**src/sv/audio_test_signal_generator_unit_assert.svh**
```systemverilog
// Assertion macros used by the test signal generator controller RTL.
`ifndef AUDIO_TEST_SIGNAL_GENERATOR_UNIT_ASSERT_SVH
`define AUDIO_TEST_SIGNAL_GENERATOR_UNIT_ASSERT_SVH

// Check a consequence in the same cycle as its condition.
`define ATSG_ASSERT_SAME(label, clk, rst, ante, cons, msg) \
   label: assert property (@(posedge clk) disable iff (rst) (ante) |-> (cons)) \
      else $error(msg);

// Check a consequence in the cycle after its condition.
`define ATSG_ASSERT_NEXT(label, clk, rst, ante, cons, msg) \
   label: assert property (@(posedge clk) disable iff (rst) (ante) |=> (cons)) \
      else $error(msg);

`endif

```
**src/sv/atsg_pkg.sv**
```systemverilog
// Shared constants, codes and command type of the test signal generator.
`default_nettype none

package atsg_pkg;

   localparam int SINE_TABLE_DEPTH = 1024;
   localparam int SINE_AW          = $clog2(SINE_TABLE_DEPTH);

   localparam int PHASE_W    = 32;
   localparam int SAMPLE_W   = 16;
   localparam int GAIN_W     = 16;
   localparam int MODE_W     = 2;
   localparam int CSR_IDX_W  = 2;
   localparam int CSR_DATA_W = 32;

   localparam int NUM_TAPS   = 7;
   localparam int NUM_POLES  = NUM_TAPS - 1;
   localparam int TAP_IDX_W  = $clog2(NUM_TAPS);
   localparam int TAP_W      = 32;
   localparam int COEF_W     = 25;

   // Modes
   localparam logic [MODE_W-1:0] MODE_SINE  = 2'd0;
   localparam logic [MODE_W-1:0] MODE_WHITE = 2'd1;
   localparam logic [MODE_W-1:0] MODE_PINK  = 2'd2;
   localparam logic [MODE_W-1:0] MODE_OFF   = 2'd3;

   // Register indexes
   localparam logic [CSR_IDX_W-1:0] CSR_MODE       = 2'd0;
   localparam logic [CSR_IDX_W-1:0] CSR_PHASE_STEP = 2'd1;
   localparam logic [CSR_IDX_W-1:0] CSR_GAIN       = 2'd2;

   localparam logic [MODE_W-1:0]  MODE_RESET       = MODE_OFF;
   localparam logic [PHASE_W-1:0] PHASE_STEP_RESET = '0;
   localparam logic [GAIN_W-1:0]  GAIN_RESET       = 16'd32768;

   // Pink filter coefficients, Q0.24
   localparam logic signed [COEF_W-1:0] POLE_Q24 [NUM_POLES] = '{
      COEF_W'(16758090), COEF_W'(16665144), COEF_W'(16257122),
      COEF_W'(14537458), COEF_W'(9227469),  COEF_W'(-12777528)
   };
   localparam logic signed [COEF_W-1:0] FEED_Q24 [NUM_POLES] = '{
      COEF_W'(931436),  COEF_W'(1259565), COEF_W'(2581208),
      COEF_W'(5209084), COEF_W'(8941454), COEF_W'(-283501)
   };
   localparam logic signed [COEF_W-1:0] K_OUT_SCALE    = COEF_W'(1342177);
   localparam logic signed [COEF_W-1:0] K_WHITE_DIRECT = COEF_W'(8995943);
   localparam logic signed [COEF_W-1:0] K_LAST_TAP     = COEF_W'(1944916);

   // Controller to datapath commands
   typedef struct packed {
      logic                 load;
      logic                 rom_rd;
      logic                 tap_mul;
      logic [TAP_IDX_W-1:0] mul_idx;
      logic                 tap_fin;
      logic [TAP_IDX_W-1:0] fin_idx;
      logic                 sum_init;
      logic                 sum_fix;
      logic                 scale_mul;
      logic                 scale_rnd;
      logic                 gain_mul;
      logic                 out_load;
   } atsg_cmd_type;

endpackage

`default_nettype wire

```
**src/sv/atsg_csr.sv**
```systemverilog
// Configuration registers: mode, phase step and gain.
`default_nettype none

module atsg_csr import atsg_pkg::*; (
   input  logic                  clock,
   input  logic                  reset,
   input  logic                  csr_valid,
   output logic                  csr_ready,
   input  logic [CSR_IDX_W-1:0]  csr_index,
   input  logic [CSR_DATA_W-1:0] csr_wdata,
   output logic [MODE_W-1:0]     mode,
   output logic [PHASE_W-1:0]    phase_step,
   output logic [GAIN_W-1:0]     gain
);

   logic [MODE_W-1:0]  mode_ff, mode_in;
   logic [PHASE_W-1:0] step_ff, step_in;
   logic [GAIN_W-1:0]  gain_ff, gain_in;

   assign csr_ready = 1'b1;

   always_comb begin
      mode_in = mode_ff;
      step_in = step_ff;
      gain_in = gain_ff;
      if (csr_valid) begin
         case (csr_index)
            CSR_MODE:       mode_in = csr_wdata[MODE_W-1:0];
            CSR_PHASE_STEP: step_in = csr_wdata[PHASE_W-1:0];
            CSR_GAIN:       gain_in = csr_wdata[GAIN_W-1:0];
            default: ;  // drop writes to unmapped indexes
         endcase
      end
   end

   always_ff @(posedge clock) begin
      if (reset) begin
         mode_ff <= MODE_RESET;
         step_ff <= PHASE_STEP_RESET;
         gain_ff <= GAIN_RESET;
      end else begin
         mode_ff <= mode_in;
         step_ff <= step_in;
         gain_ff <= gain_in;
      end
   end

   assign mode       = mode_ff;
   assign phase_step = step_ff;
   assign gain       = gain_ff;

endmodule

`default_nettype wire

```
**config.mk**
```make
export PLATFORM = sky130hd
export DESIGN_NAME = atsg_csr
export DESIGN_NICKNAME = d
export VERILOG_FILES = /design/src/sv/audio_test_signal_generator_unit_assert.svh /design/src/sv/atsg_pkg.sv /design/src/sv/atsg_csr.sv
export SDC_FILE = /design/constraint.sdc
export NUM_CORES = 1
export LEC_CHECK = 0
export ABC_CLOCK_PERIOD_IN_PS = 1200
export BUFFER_PORTS_ARGS = -buffer_cell sky130_fd_sc_hd__buf_2
export CAP_MARGIN = 20
export CORE_ASPECT_RATIO = 1.1
export CORE_UTILIZATION = 48
export CTS_CLUSTER_DIAMETER = 50
export DETAILED_ROUTE_END_ITERATION = 12
export PLACE_DENSITY = 0.76
export SYNTH_ARGS = -nofsm -noshare
export SYNTH_HDL_FRONTEND = slang
export SYNTH_SLANG_ARGS = --single-unit
```
**constraint.sdc**
```tcl
create_clock -name clock -period 1.2 [get_ports clock]
set_input_delay 0.24 -clock clock [delete_from_list [all_inputs] [get_ports clock]]
set_output_delay 0.24 -clock clock [all_outputs]
set_load 0.02 [all_outputs]
```
==> key figures <==
Outcome
  – Status: completed

Setup path
  – Crit path capture type: output pin
  – Critical Path Source Type: flop
  – Worst path max stage delay: 360 ps
  – Worst Path Max Fanout: 2
  – Sum of buffers and inverters on the critical path: 1
  – Critical path's slowest cell: dfxtp_1
  – Setup CP Type: reg -> out
  – Required time of the worst setup path: 960 ps
  – Arrival @ worst endpoint: 840 ps
  – Top delay family on crit path: flip-flops
  – Sequence of cells on the critical path: buf_2

Place
  – HPWL Detailed: 2820 um
  – GPL Wtd Cong: 0.666
  – Inst Count DP: 333
  – IO buf count: 86

Die
  – Die area: 4810 um^2
  – Die width: 66.3 um
  – Core area: 4320 um^2
  – Initial Util: 50.5%
  – I/O pin count: 88
  – Rows: 25
  – Die Ht: 72.7 um

Layout
  – Final Util: 63.0%
  – Layout Area Growth over Synthesis: 24.8%
  – Nets: 323
  – N_diodes: 0
  – Finished Layout Cells: 341
  – Layout cells sized above 1: 34.5%

Synth
  – Post-synth EDFFs: 0
  – Fraction of the mapped netlist area in compound gates: 0%
  – Asr flop ratio synth: 0%
  – Simple-gate share of the synthesized area: 24.8%
  – Synth Instances: 205
  – Post-synthesis xor/xnor area fraction: 0%
  – Post-Syn Nets: 242
  – Area leader, netlist: dfxtp_1
  – Fraction of the mapped netlist area in adder cells: 0%
  – Commonest cells post-synth: nand2b_1, dfxtp_1, mux2i_1, clkbuf_1, nor2_1
  – Mux share of post-synthesis cell area: 23.0%
  – Synthesis warning total: 0
  – Sequential fraction of the synthesis area: 45.9%
  – Mapped Area: 2180 um^2
  – Synthesis-stage register bit count: 50
  – Average size of a mapped cell: 10.6 um^2
  – Leading register cell type out of synthesis: dfxtp_1
  – Largest cells by area after synthesis: dfxtp_1, mux2i_1, nand2b_1
  – Largest family of logic cells by synthesized area: simple AND/OR/NAND/NOR gates
  – Top-count cell post-synth: nand2b_1
  – Yosys cell types: 13
  – Yosys top cell area share: 45.9%

Clocking
  – Hold-fix buffers, CTS: 0
  – H-tree depth: 2
  – CTS tree: done
  – Clk sinks: 50
  – Root Driver: clkbuf_8
  – Postcts setup bufs: 0
  – Reg clk slew, reported paths: 90 ps
  – CTS buffer count: 5
  – Worst-Skew Late Latency: 300 ps
  – Clk buf depth: 2
  – PostCTS Resize Cnt: 0

Global routing
  – Grt total ovfl: 0
  – GRT Total Usage: 17.8%
  – First-pass GRT wire length: 6440 um
  – Largest net degree at the start of global routing: 86
  – Initial antenna violation count: 0
  – Vias in the first global route: 1,502

Routing
  – ANT nets after route: 0
  – Routed wire per std cell: 11.6 um
  – Vias: 1,596
  – DRC: 0
  – Drt via density: 4.68
  – DRT iter0 DRCs: 63
  – Drt first pass iters: 4
  – Total Wirelength: 3950 um

Timing
  – Setup TNS: 0 ps
  – Tightest hold margin: 189 ps
  – RSZ-0062 raised after global routing: no
  – Setup violations, final: 0
  – Final period util: 89.9%
  – Max Clock Freq: 927 MHz
  – Slew Limit Fails: 0
  – Minimum clock period: 1080 ps
  – Final Skew: 0 ps
  – Final hold violation count: 0

Power
  – P per Cell Area: 1170 nW/um^2
  – Peak VDD IR: 0.000723 V
  – LEAKAGE: 1.30 nW

Job
  – Max Cap Violations: 0

Worst hold path
  – Worst hold path class: in -> reg
[worst paths after layout]
kind                            depth (start not counted)  slack (ps)              to            from
worst max-delay path                                    1         120         gain[0]         gain[0]
worst min-delay path                                    3         190  phase_step[30]   csr_wdata[30]
worst max register to register                          2         580  phase_step[26]  phase_step[26]
worst min register to register                          2         470   phase_step[9]   phase_step[9]
[worst reg2reg max path, cell delays in order (launching register included)]
cell and delay, ps:
dfxtp_1 350, nand2b_1 60, mux2i_1 140
[final cells by class]
| cell class | count | area, um^2 |
|---|---|---|
| fill | 377 | 1600 |
| timing repair buffer | 90 | 510 |
| tap | 54 | 67.6 |
| clock inverter | 2 | 12.5 |
| clock buffer | 6 | 82.6 |
| multi-input combinational | 139 | 1050 |
| sequential | 50 | 1000 |
[through the flow]
step | setup slack, ps | cell area, um^2 | total power, mW
final | 121 | 2720 | 3.17
after global routing | 77.1 | 2720 | 3.33
after CTS | 109 | 2720 | 3.22
after detailed placement | 62.4 | 2630 | 2.21
after global placement | 112 | 2630 | 2.21
after floorplan | 257 | 2180 | 2.07
[power by group]
part	internal, mW	total, mW	switching [mW]
registers	1.72	1.75	0.0288
logic	0.204	0.424	0.219
clock network	0.464	1.01	0.541
total	2.38	3.17	0.789
[state kept, by name, summed over array words and instances, names as in the netlist]
name,cells
phase_step,32
gain,16
mode,2
[layout by cell type, fill, tap and decap left out, drive strengths merged]
cell / netlist / routed
buf: 9 / 90
nand2b: 79 / 79
mux2i: 50 / 50
dfxtp: 50 / 50
nor2: 6 / 6
clkbuf: 7 / 6
and3b: 1 / 1
nand3b: 1 / 1
nor3b: 1 / 1
conb: 1 / 1
clkinvlp: 0 / 1
clkinv: 0 / 1
[kinds of logic (layout without fill, tap and decap cells)]
| family | count (synthesis) | after routing |
|---|---|---|
| simple gates | 88 | 88 |
| mux | 50 | 50 |
| flops | 50 | 50 |
| buf+inv | 16 | 98 |
| other cells | 1 | 1 |
[per-layer routing]
metal / GRT usage [%] / wire length (um) / part of all wire (%) / vias to the layer above
met2: 30.7 / 1850 / 47 / 55
met5: 0 / 0 / 0 / -
li1: - / - / - / 816
met3: 5.47 / 245 / 6.2 / 6
met1: 20.4 / 1790 / 45 / 719
met4: 7.09 / 66 / 1.7 / 0
Note: power is estimated with default switching activity, not from simulation.
