`config.mk`:
```
export PLATFORM = sky130hd
export DESIGN_NAME = atsg_ctrl
export DESIGN_NICKNAME = d
export VERILOG_FILES = /design/src/sv/atsg_pkg.sv /design/src/sv/atsg_ctrl.sv
export VERILOG_INCLUDE_DIRS = /design/src /design/src/sv
export SDC_FILE = /design/constraint.sdc
export NUM_CORES = 1
export LEC_CHECK = 0
export CORE_AREA = 2 2 39 41
export DETAILED_ROUTE_END_ITERATION = 6
export DIE_AREA = 0 0 41 43
export DONT_BUFFER_PORTS = 1
export GPL_TIMING_DRIVEN = 0
export HOLD_SLACK_MARGIN = 0.12
export MAX_ROUTING_LAYER = met4
export PLACE_DENSITY = 0.54
export SYNTH_ARGS = -nofsm -noshare
export SYNTH_HDL_FRONTEND = slang
export SYNTH_SLANG_ARGS = --single-unit
export TNS_END_PERCENT = 10
```
`constraint.sdc`:
```
create_clock -name clock -period 3.6 [get_ports clock]
set_input_delay 0.72 -clock clock [delete_from_list [all_inputs] [get_ports clock]]
set_output_delay 0.72 -clock clock [all_outputs]
set_load 0.1 [all_outputs]
```
`src/sv/audio_test_signal_generator_unit_assert.svh`:
```
// Assertion macros used by the test signal generator controller RTL.
`ifndef AUDIO_TEST_SIGNAL_GENERATOR_UNIT_ASSERT_SVH
`define AUDIO_TEST_SIGNAL_GENERATOR_UNIT_ASSERT_SVH

// Check a consequence in the same cycle as its condition.
`define ATSG_ASSERT_SAME(label, clk, rst, ante, cons, msg) \
   label: assert property (@(posedge clk) disable iff (rst) (ante) |-> (cons)) \
      else $error(msg);

// Check a consequence in the cycle after its condition.
`define ATSG_ASSERT_NEXT(label, clk, rst, ante, cons, msg) \
   label: assert property (@(posedge clk) disable iff (rst) (ante) |=> (cons)) \
      else $error(msg);

`endif

```
`src/sv/atsg_pkg.sv`:
```
// Shared constants, codes and command type of the test signal generator.
`default_nettype none

package atsg_pkg;

   localparam int SINE_TABLE_DEPTH = 1024;
   localparam int SINE_AW          = $clog2(SINE_TABLE_DEPTH);

   localparam int PHASE_W    = 32;
   localparam int SAMPLE_W   = 16;
   localparam int GAIN_W     = 16;
   localparam int MODE_W     = 2;
   localparam int CSR_IDX_W  = 2;
   localparam int CSR_DATA_W = 32;

   localparam int NUM_TAPS   = 7;
   localparam int NUM_POLES  = NUM_TAPS - 1;
   localparam int TAP_IDX_W  = $clog2(NUM_TAPS);
   localparam int TAP_W      = 32;
   localparam int COEF_W     = 25;

   // Modes
   localparam logic [MODE_W-1:0] MODE_SINE  = 2'd0;
   localparam logic [MODE_W-1:0] MODE_WHITE = 2'd1;
   localparam logic [MODE_W-1:0] MODE_PINK  = 2'd2;
   localparam logic [MODE_W-1:0] MODE_OFF   = 2'd3;

   // Register indexes
   localparam logic [CSR_IDX_W-1:0] CSR_MODE       = 2'd0;
   localparam logic [CSR_IDX_W-1:0] CSR_PHASE_STEP = 2'd1;
   localparam logic [CSR_IDX_W-1:0] CSR_GAIN       = 2'd2;

   localparam logic [MODE_W-1:0]  MODE_RESET       = MODE_OFF;
   localparam logic [PHASE_W-1:0] PHASE_STEP_RESET = '0;
   localparam logic [GAIN_W-1:0]  GAIN_RESET       = 16'd32768;

   // Pink filter coefficients, Q0.24
   localparam logic signed [COEF_W-1:0] POLE_Q24 [NUM_POLES] = '{
      COEF_W'(16758090), COEF_W'(16665144), COEF_W'(16257122),
      COEF_W'(14537458), COEF_W'(9227469),  COEF_W'(-12777528)
   };
   localparam logic signed [COEF_W-1:0] FEED_Q24 [NUM_POLES] = '{
      COEF_W'(931436),  COEF_W'(1259565), COEF_W'(2581208),
      COEF_W'(5209084), COEF_W'(8941454), COEF_W'(-283501)
   };
   localparam logic signed [COEF_W-1:0] K_OUT_SCALE    = COEF_W'(1342177);
   localparam logic signed [COEF_W-1:0] K_WHITE_DIRECT = COEF_W'(8995943);
   localparam logic signed [COEF_W-1:0] K_LAST_TAP     = COEF_W'(1944916);

   // Controller to datapath commands
   typedef struct packed {
      logic                 load;
      logic                 rom_rd;
      logic                 tap_mul;
      logic [TAP_IDX_W-1:0] mul_idx;
      logic                 tap_fin;
      logic [TAP_IDX_W-1:0] fin_idx;
      logic                 sum_init;
      logic                 sum_fix;
      logic                 scale_mul;
      logic                 scale_rnd;
      logic                 gain_mul;
      logic                 out_load;
   } atsg_cmd_type;

endpackage

`default_nettype wire

```
`src/sv/atsg_ctrl.sv`:
```
// Sequencing state machine: accepts a word, steps the datapath, hands off the result.
`default_nettype none
`include "audio_test_signal_generator_unit_assert.svh"

module atsg_ctrl import atsg_pkg::*; (
   input  logic              clock,
   input  logic              reset,
   input  logic              req_valid,
   output logic              req_ready,
   output logic              rsp_valid,
   input  logic              rsp_ready,
   input  logic [MODE_W-1:0] mode,
   output atsg_cmd_type      cmd
);

   localparam logic [2:0] ST_IDLE   = 3'd0;
   localparam logic [2:0] ST_ROM    = 3'd1;
   localparam logic [2:0] ST_TAP    = 3'd2;
   localparam logic [2:0] ST_PSUM   = 3'd3;
   localparam logic [2:0] ST_SCALE  = 3'd4;
   localparam logic [2:0] ST_SROUND = 3'd5;
   localparam logic [2:0] ST_GAIN   = 3'd6;
   localparam logic [2:0] ST_DONE   = 3'd7;

   localparam logic [TAP_IDX_W-1:0] LAST_CNT = TAP_IDX_W'(NUM_POLES);

   logic [2:0]           state_ff, state_in;
   logic [TAP_IDX_W-1:0] cnt_ff, cnt_in;
   logic                 rsp_valid_ff, rsp_valid_in;
   logic                 accept;

   assign req_ready = (state_ff == ST_IDLE);
   assign accept    = req_valid && req_ready;
   assign rsp_valid = rsp_valid_ff;

   always_comb begin
      cmd          = '0;
      state_in     = state_ff;
      cnt_in       = cnt_ff;
      rsp_valid_in = rsp_valid_ff && !rsp_ready;
      case (state_ff)
         ST_IDLE: begin
            if (accept) begin
               cmd.load = 1'b1;
               cnt_in   = '0;
               case (mode)
                  MODE_SINE:  state_in = ST_ROM;
                  MODE_WHITE: state_in = ST_GAIN;
                  MODE_PINK:  state_in = ST_TAP;
                  default:    state_in = ST_DONE;
               endcase
            end
         end
         ST_ROM: begin
            cmd.rom_rd = 1'b1;
            state_in   = ST_GAIN;
         end
         ST_TAP: begin
            // multiply section cnt while finishing section cnt-1
            if (cnt_ff != LAST_CNT) begin
               cmd.tap_mul = 1'b1;
               cmd.mul_idx = cnt_ff;
            end
            if (cnt_ff == '0) begin
               cmd.sum_init = 1'b1;
            end else begin
               cmd.tap_fin = 1'b1;
               cmd.fin_idx = cnt_ff - TAP_IDX_W'(1);
            end
            if (cnt_ff == LAST_CNT) begin
               state_in = ST_PSUM;
            end else begin
               cnt_in = cnt_ff + TAP_IDX_W'(1);
            end
         end
         ST_PSUM: begin
            cmd.sum_fix = 1'b1;
            state_in    = ST_SCALE;
         end
         ST_SCALE: begin
            cmd.scale_mul = 1'b1;
            state_in      = ST_SROUND;
         end
         ST_SROUND: begin
            cmd.scale_rnd = 1'b1;
            state_in      = ST_GAIN;
         end
         ST_GAIN: begin
            cmd.gain_mul = 1'b1;
            state_in     = ST_DONE;
         end
         ST_DONE: begin
            // hold until the output register is free
            if (!rsp_valid_ff || rsp_ready) begin
               cmd.out_load = 1'b1;
               rsp_valid_in = 1'b1;
               state_in     = ST_IDLE;
            end
         end
         default: state_in = ST_IDLE;
      endcase
   end

   always_ff @(posedge clock) begin
      if (reset) begin
         state_ff     <= ST_IDLE;
         cnt_ff       <= '0;
         rsp_valid_ff <= 1'b0;
      end else begin
         state_ff     <= state_in;
         cnt_ff       <= cnt_in;
         rsp_valid_ff <= rsp_valid_in;
      end
   end

   `ATSG_ASSERT_NEXT(a_accept_starts, clock, reset, accept, state_ff != ST_IDLE, "accepted word left controller idle")
   `ATSG_ASSERT_SAME(a_load_when_free, clock, reset, cmd.out_load, !rsp_valid_ff || rsp_ready, "result loaded over an unread word")
   `ATSG_ASSERT_NEXT(a_done_holds, clock, reset, state_ff == ST_DONE && rsp_valid_ff && !rsp_ready, state_ff == ST_DONE && rsp_valid_ff, "stalled result not held")
   `ATSG_ASSERT_SAME(a_tap_cnt_range, clock, reset, state_ff == ST_TAP, cnt_ff <= LAST_CNT, "section counter out of range")

endmodule

`default_nettype wire

```
==> run_results.csv <==
group,metric,value,unit
outcome,outcome,"complete, no violations",
logic_synthesis,ys_types,26,
logic_synthesis,ys_seq_elements,7,
setup_path,slowest_delay,870,ps
pwr,total_power,0.506,mW
logic_synthesis,synth_area,568,um^2
global_route,grt_pass1_wl,2150,um
place,hpwl,1050,um
sta,slew_violations,0,
logic_synthesis,yosysSeqAreaShare,0.247,
floorplan,design.core.area,1380,um^2
setup_path,required,2880,ps
sta,hold_violations,0,
clock_network,cts_buffer_depth,2,
sta,max_clock_freq,0.300,GHz
place,place_congestion,0.655,
route,drtAntennaViolNets,0,
setup_path,critical-path-slowest-cell,"and2_1",
clock_network,clockRootBuffer,"clkbuf_4",
route,drt_iter0_markers,14,
route,wl,1340,um
finish,fin_nets,99,
worst_hold_path,min_from,"reset",
floorplan,initial_core_util,0.410,
sta,period_share,0.925,
finish,mostFrequentLayoutCells,"8 x inv_1, 7 x nor2_2, 7 x ha_1, 7 x dfxtp_1, 6 x a21oi_1",
clock_network,htree_levels,1,
setup_path,cp_top_family,"simple AND/OR/NAND/NOR gates",
route,routed-via-count,547,
pwr,p_leak,0.303,nW
finish,post-route-cell-area,743,um^2
worst_hold_path,worstHoldPathType,"primary input to flip-flop",
global_route,grt_pass1_vias,539,
floorplan,die_y,43,um
global_route,grt_start_max_net_pins,11,
sta,slew_headroom,0.291,
setup_path,cp-start-kind,"flip-flop",
floorplan,rows,14,
sta,finalSetupViolations,0,
clock_network,cts_tree,"built",
sta,period_minus_slack,3330,ps
place,postPlaceCellArea,709,um^2
setup_path,path_class,"flip-flop to output pin",
floorplan,fp.dieArea,1760,um^2
setup_path,cp-startpoint,"state_ff[1]$_SDFFE_PP0P_",
logic_synthesis,ys_warn_count,0,
setup_path,rrSetupSlack,1690,ps
route,wl_per_cell,13.3,um
clock_network,cts_buffers,3,
floorplan,fp.dieW,41,um
finish,syn_to_final_growth,30.8,%
finish,final_common_cell,"inv_1",
logic_synthesis,synth_nets,89,
setup_path,end_kind,"output pin",
pwr,power.density,681,nW/um^2
global_route,overflow,0,
flow_run,cap_violations,0,
place,io_buffer_count,0,
finish,diodes,0,
route,firstDrtPassIters,4,
sta,rsz0062_at_grt,"false",
setup_path,cp_cell_sequence,"or3b_1 > a21oi_4 > and2_1",
setup_path,critPathArrivalTime,2610,ps
floorplan,io_pins,24,
route,drc,0,
logic_synthesis,syn_area_per_cell,7.47,um^2
sta,worstMarginPinSlew,1060,ps
global_route,antenna_found_initial,0,
place,preCtsSetupSlack,215,ps
finish,layout-drive-gt1-share,0.259,
global_route,grtUsageTotal,0.184,
pwr,ir_drop,0.000380,V
clock_network,numClockSinks,7,
setup_path,cp_num_buf_inv,0,
clock_network,clk_latency,250,ps
route,via_per_inst,5.42,
setup_path,crit_fanout,6,
clock_network,cts.clk_slew.worst_paths,50,ps
setup_path,worstReg2RegStart,"cnt_ff[0]$_SDFFE_PP0P_",
logic_synthesis,synthCells,76,
sta,finalClockSkew,1.76,ps
sta,setup_ws,271,ps
## cells in the mapped netlist, drive strengths merged
library cell	n	area share
nor2	11	0.073
inv	8	0.053
a21oi	7	0.062
dfxtp	7	0.25
ha	7	0.15
nor3b	4	0.053
o21ai	4	0.035
clkbuf	3	0.020
nand2	3	0.020
nand2b	3	0.033
and2	2	0.022
nand3	2	0.018
or3b	2	0.031
a211oi	1	0.013
a221oi	1	0.015
a311o	1	0.018
a311oi	1	0.015
and3b	1	0.015
nor2b	1	0.011
nor3	1	0.0088
o21bai	1	0.013
o31ai	1	0.013
or3	1	0.011
or4	1	0.013
or4b	1	0.018
xnor2	1	0.015
## path summary, 6_finish.rpt
path | to | cells past startpoint
setup / recovery | cmd[10] | 3
hold / removal | rsp_valid$_SDFF_PP0_ | 1
setup reg to reg | cnt_ff[2]$_SDFFE_PP0P_ | 5
hold reg to reg | cnt_ff[1]$_SDFFE_PP0P_ | 2
## cell families after synthesis
family,count (synthesis),share of synthesized area
compound gates,17,0.185
xor+xnor,1,0.0154
fa+ha+maj,7,0.154
buf+inv,11,0.0727
flops,7,0.247
simple gates,33,0.326
## sequential cells by signal, summed over array words and instances, names as in the netlist
name,flops
cnt_ff,3
state_ff,3
rsp_valid,1
## metrics by stage
stage                     cells  TNS (ps)  hold WS [ps]   util
after floorplan              76      -182           495      -
after global placement       92      -557           527  0.428
after detailed placement     97         0           541  0.513
after CTS                   101         0           523  0.537
after global routing        101         0           516  0.537
final                       101         0           535  0.537
## layer usage
metal  vias to the layer above  routed length (um)  track usage
met5                         -                   0            -
met3                         2                  92       0.0890
li1                        281                   -            -
met2                        22                 703        0.275
met1                       242                 545        0.207
met4                         0                   4       0.0600
## cell type report
type,instances,area [um^2]
plain buffers,3,11.3
clock buffers,4,26.3
fillers,137,641
inverters,8,30.0
multi-input cells,58,440
flip-flops and latches,7,140
well taps,16,20.0
repair buffers,5,75.1
## power by group
part	total, mW	internal, mW	switching (mW)
sequential	0.105	0.0889	0.0160
clock	0.0708	0.0423	0.0286
combinational	0.330	0.0736	0.256
## what timing repair did
| item | in CTS | in global routing |
|---|---|---|
| gates resized for setup | 1 | 0 |
| buffers inserted | 0 | 0 |
| hold buffers | 0 | 0 |
| endpoints found under the hold margin | 0 | 0 |
| setup endpoints to repair | 2 | 0 |
Note: power is estimated with default switching activity, not from simulation.
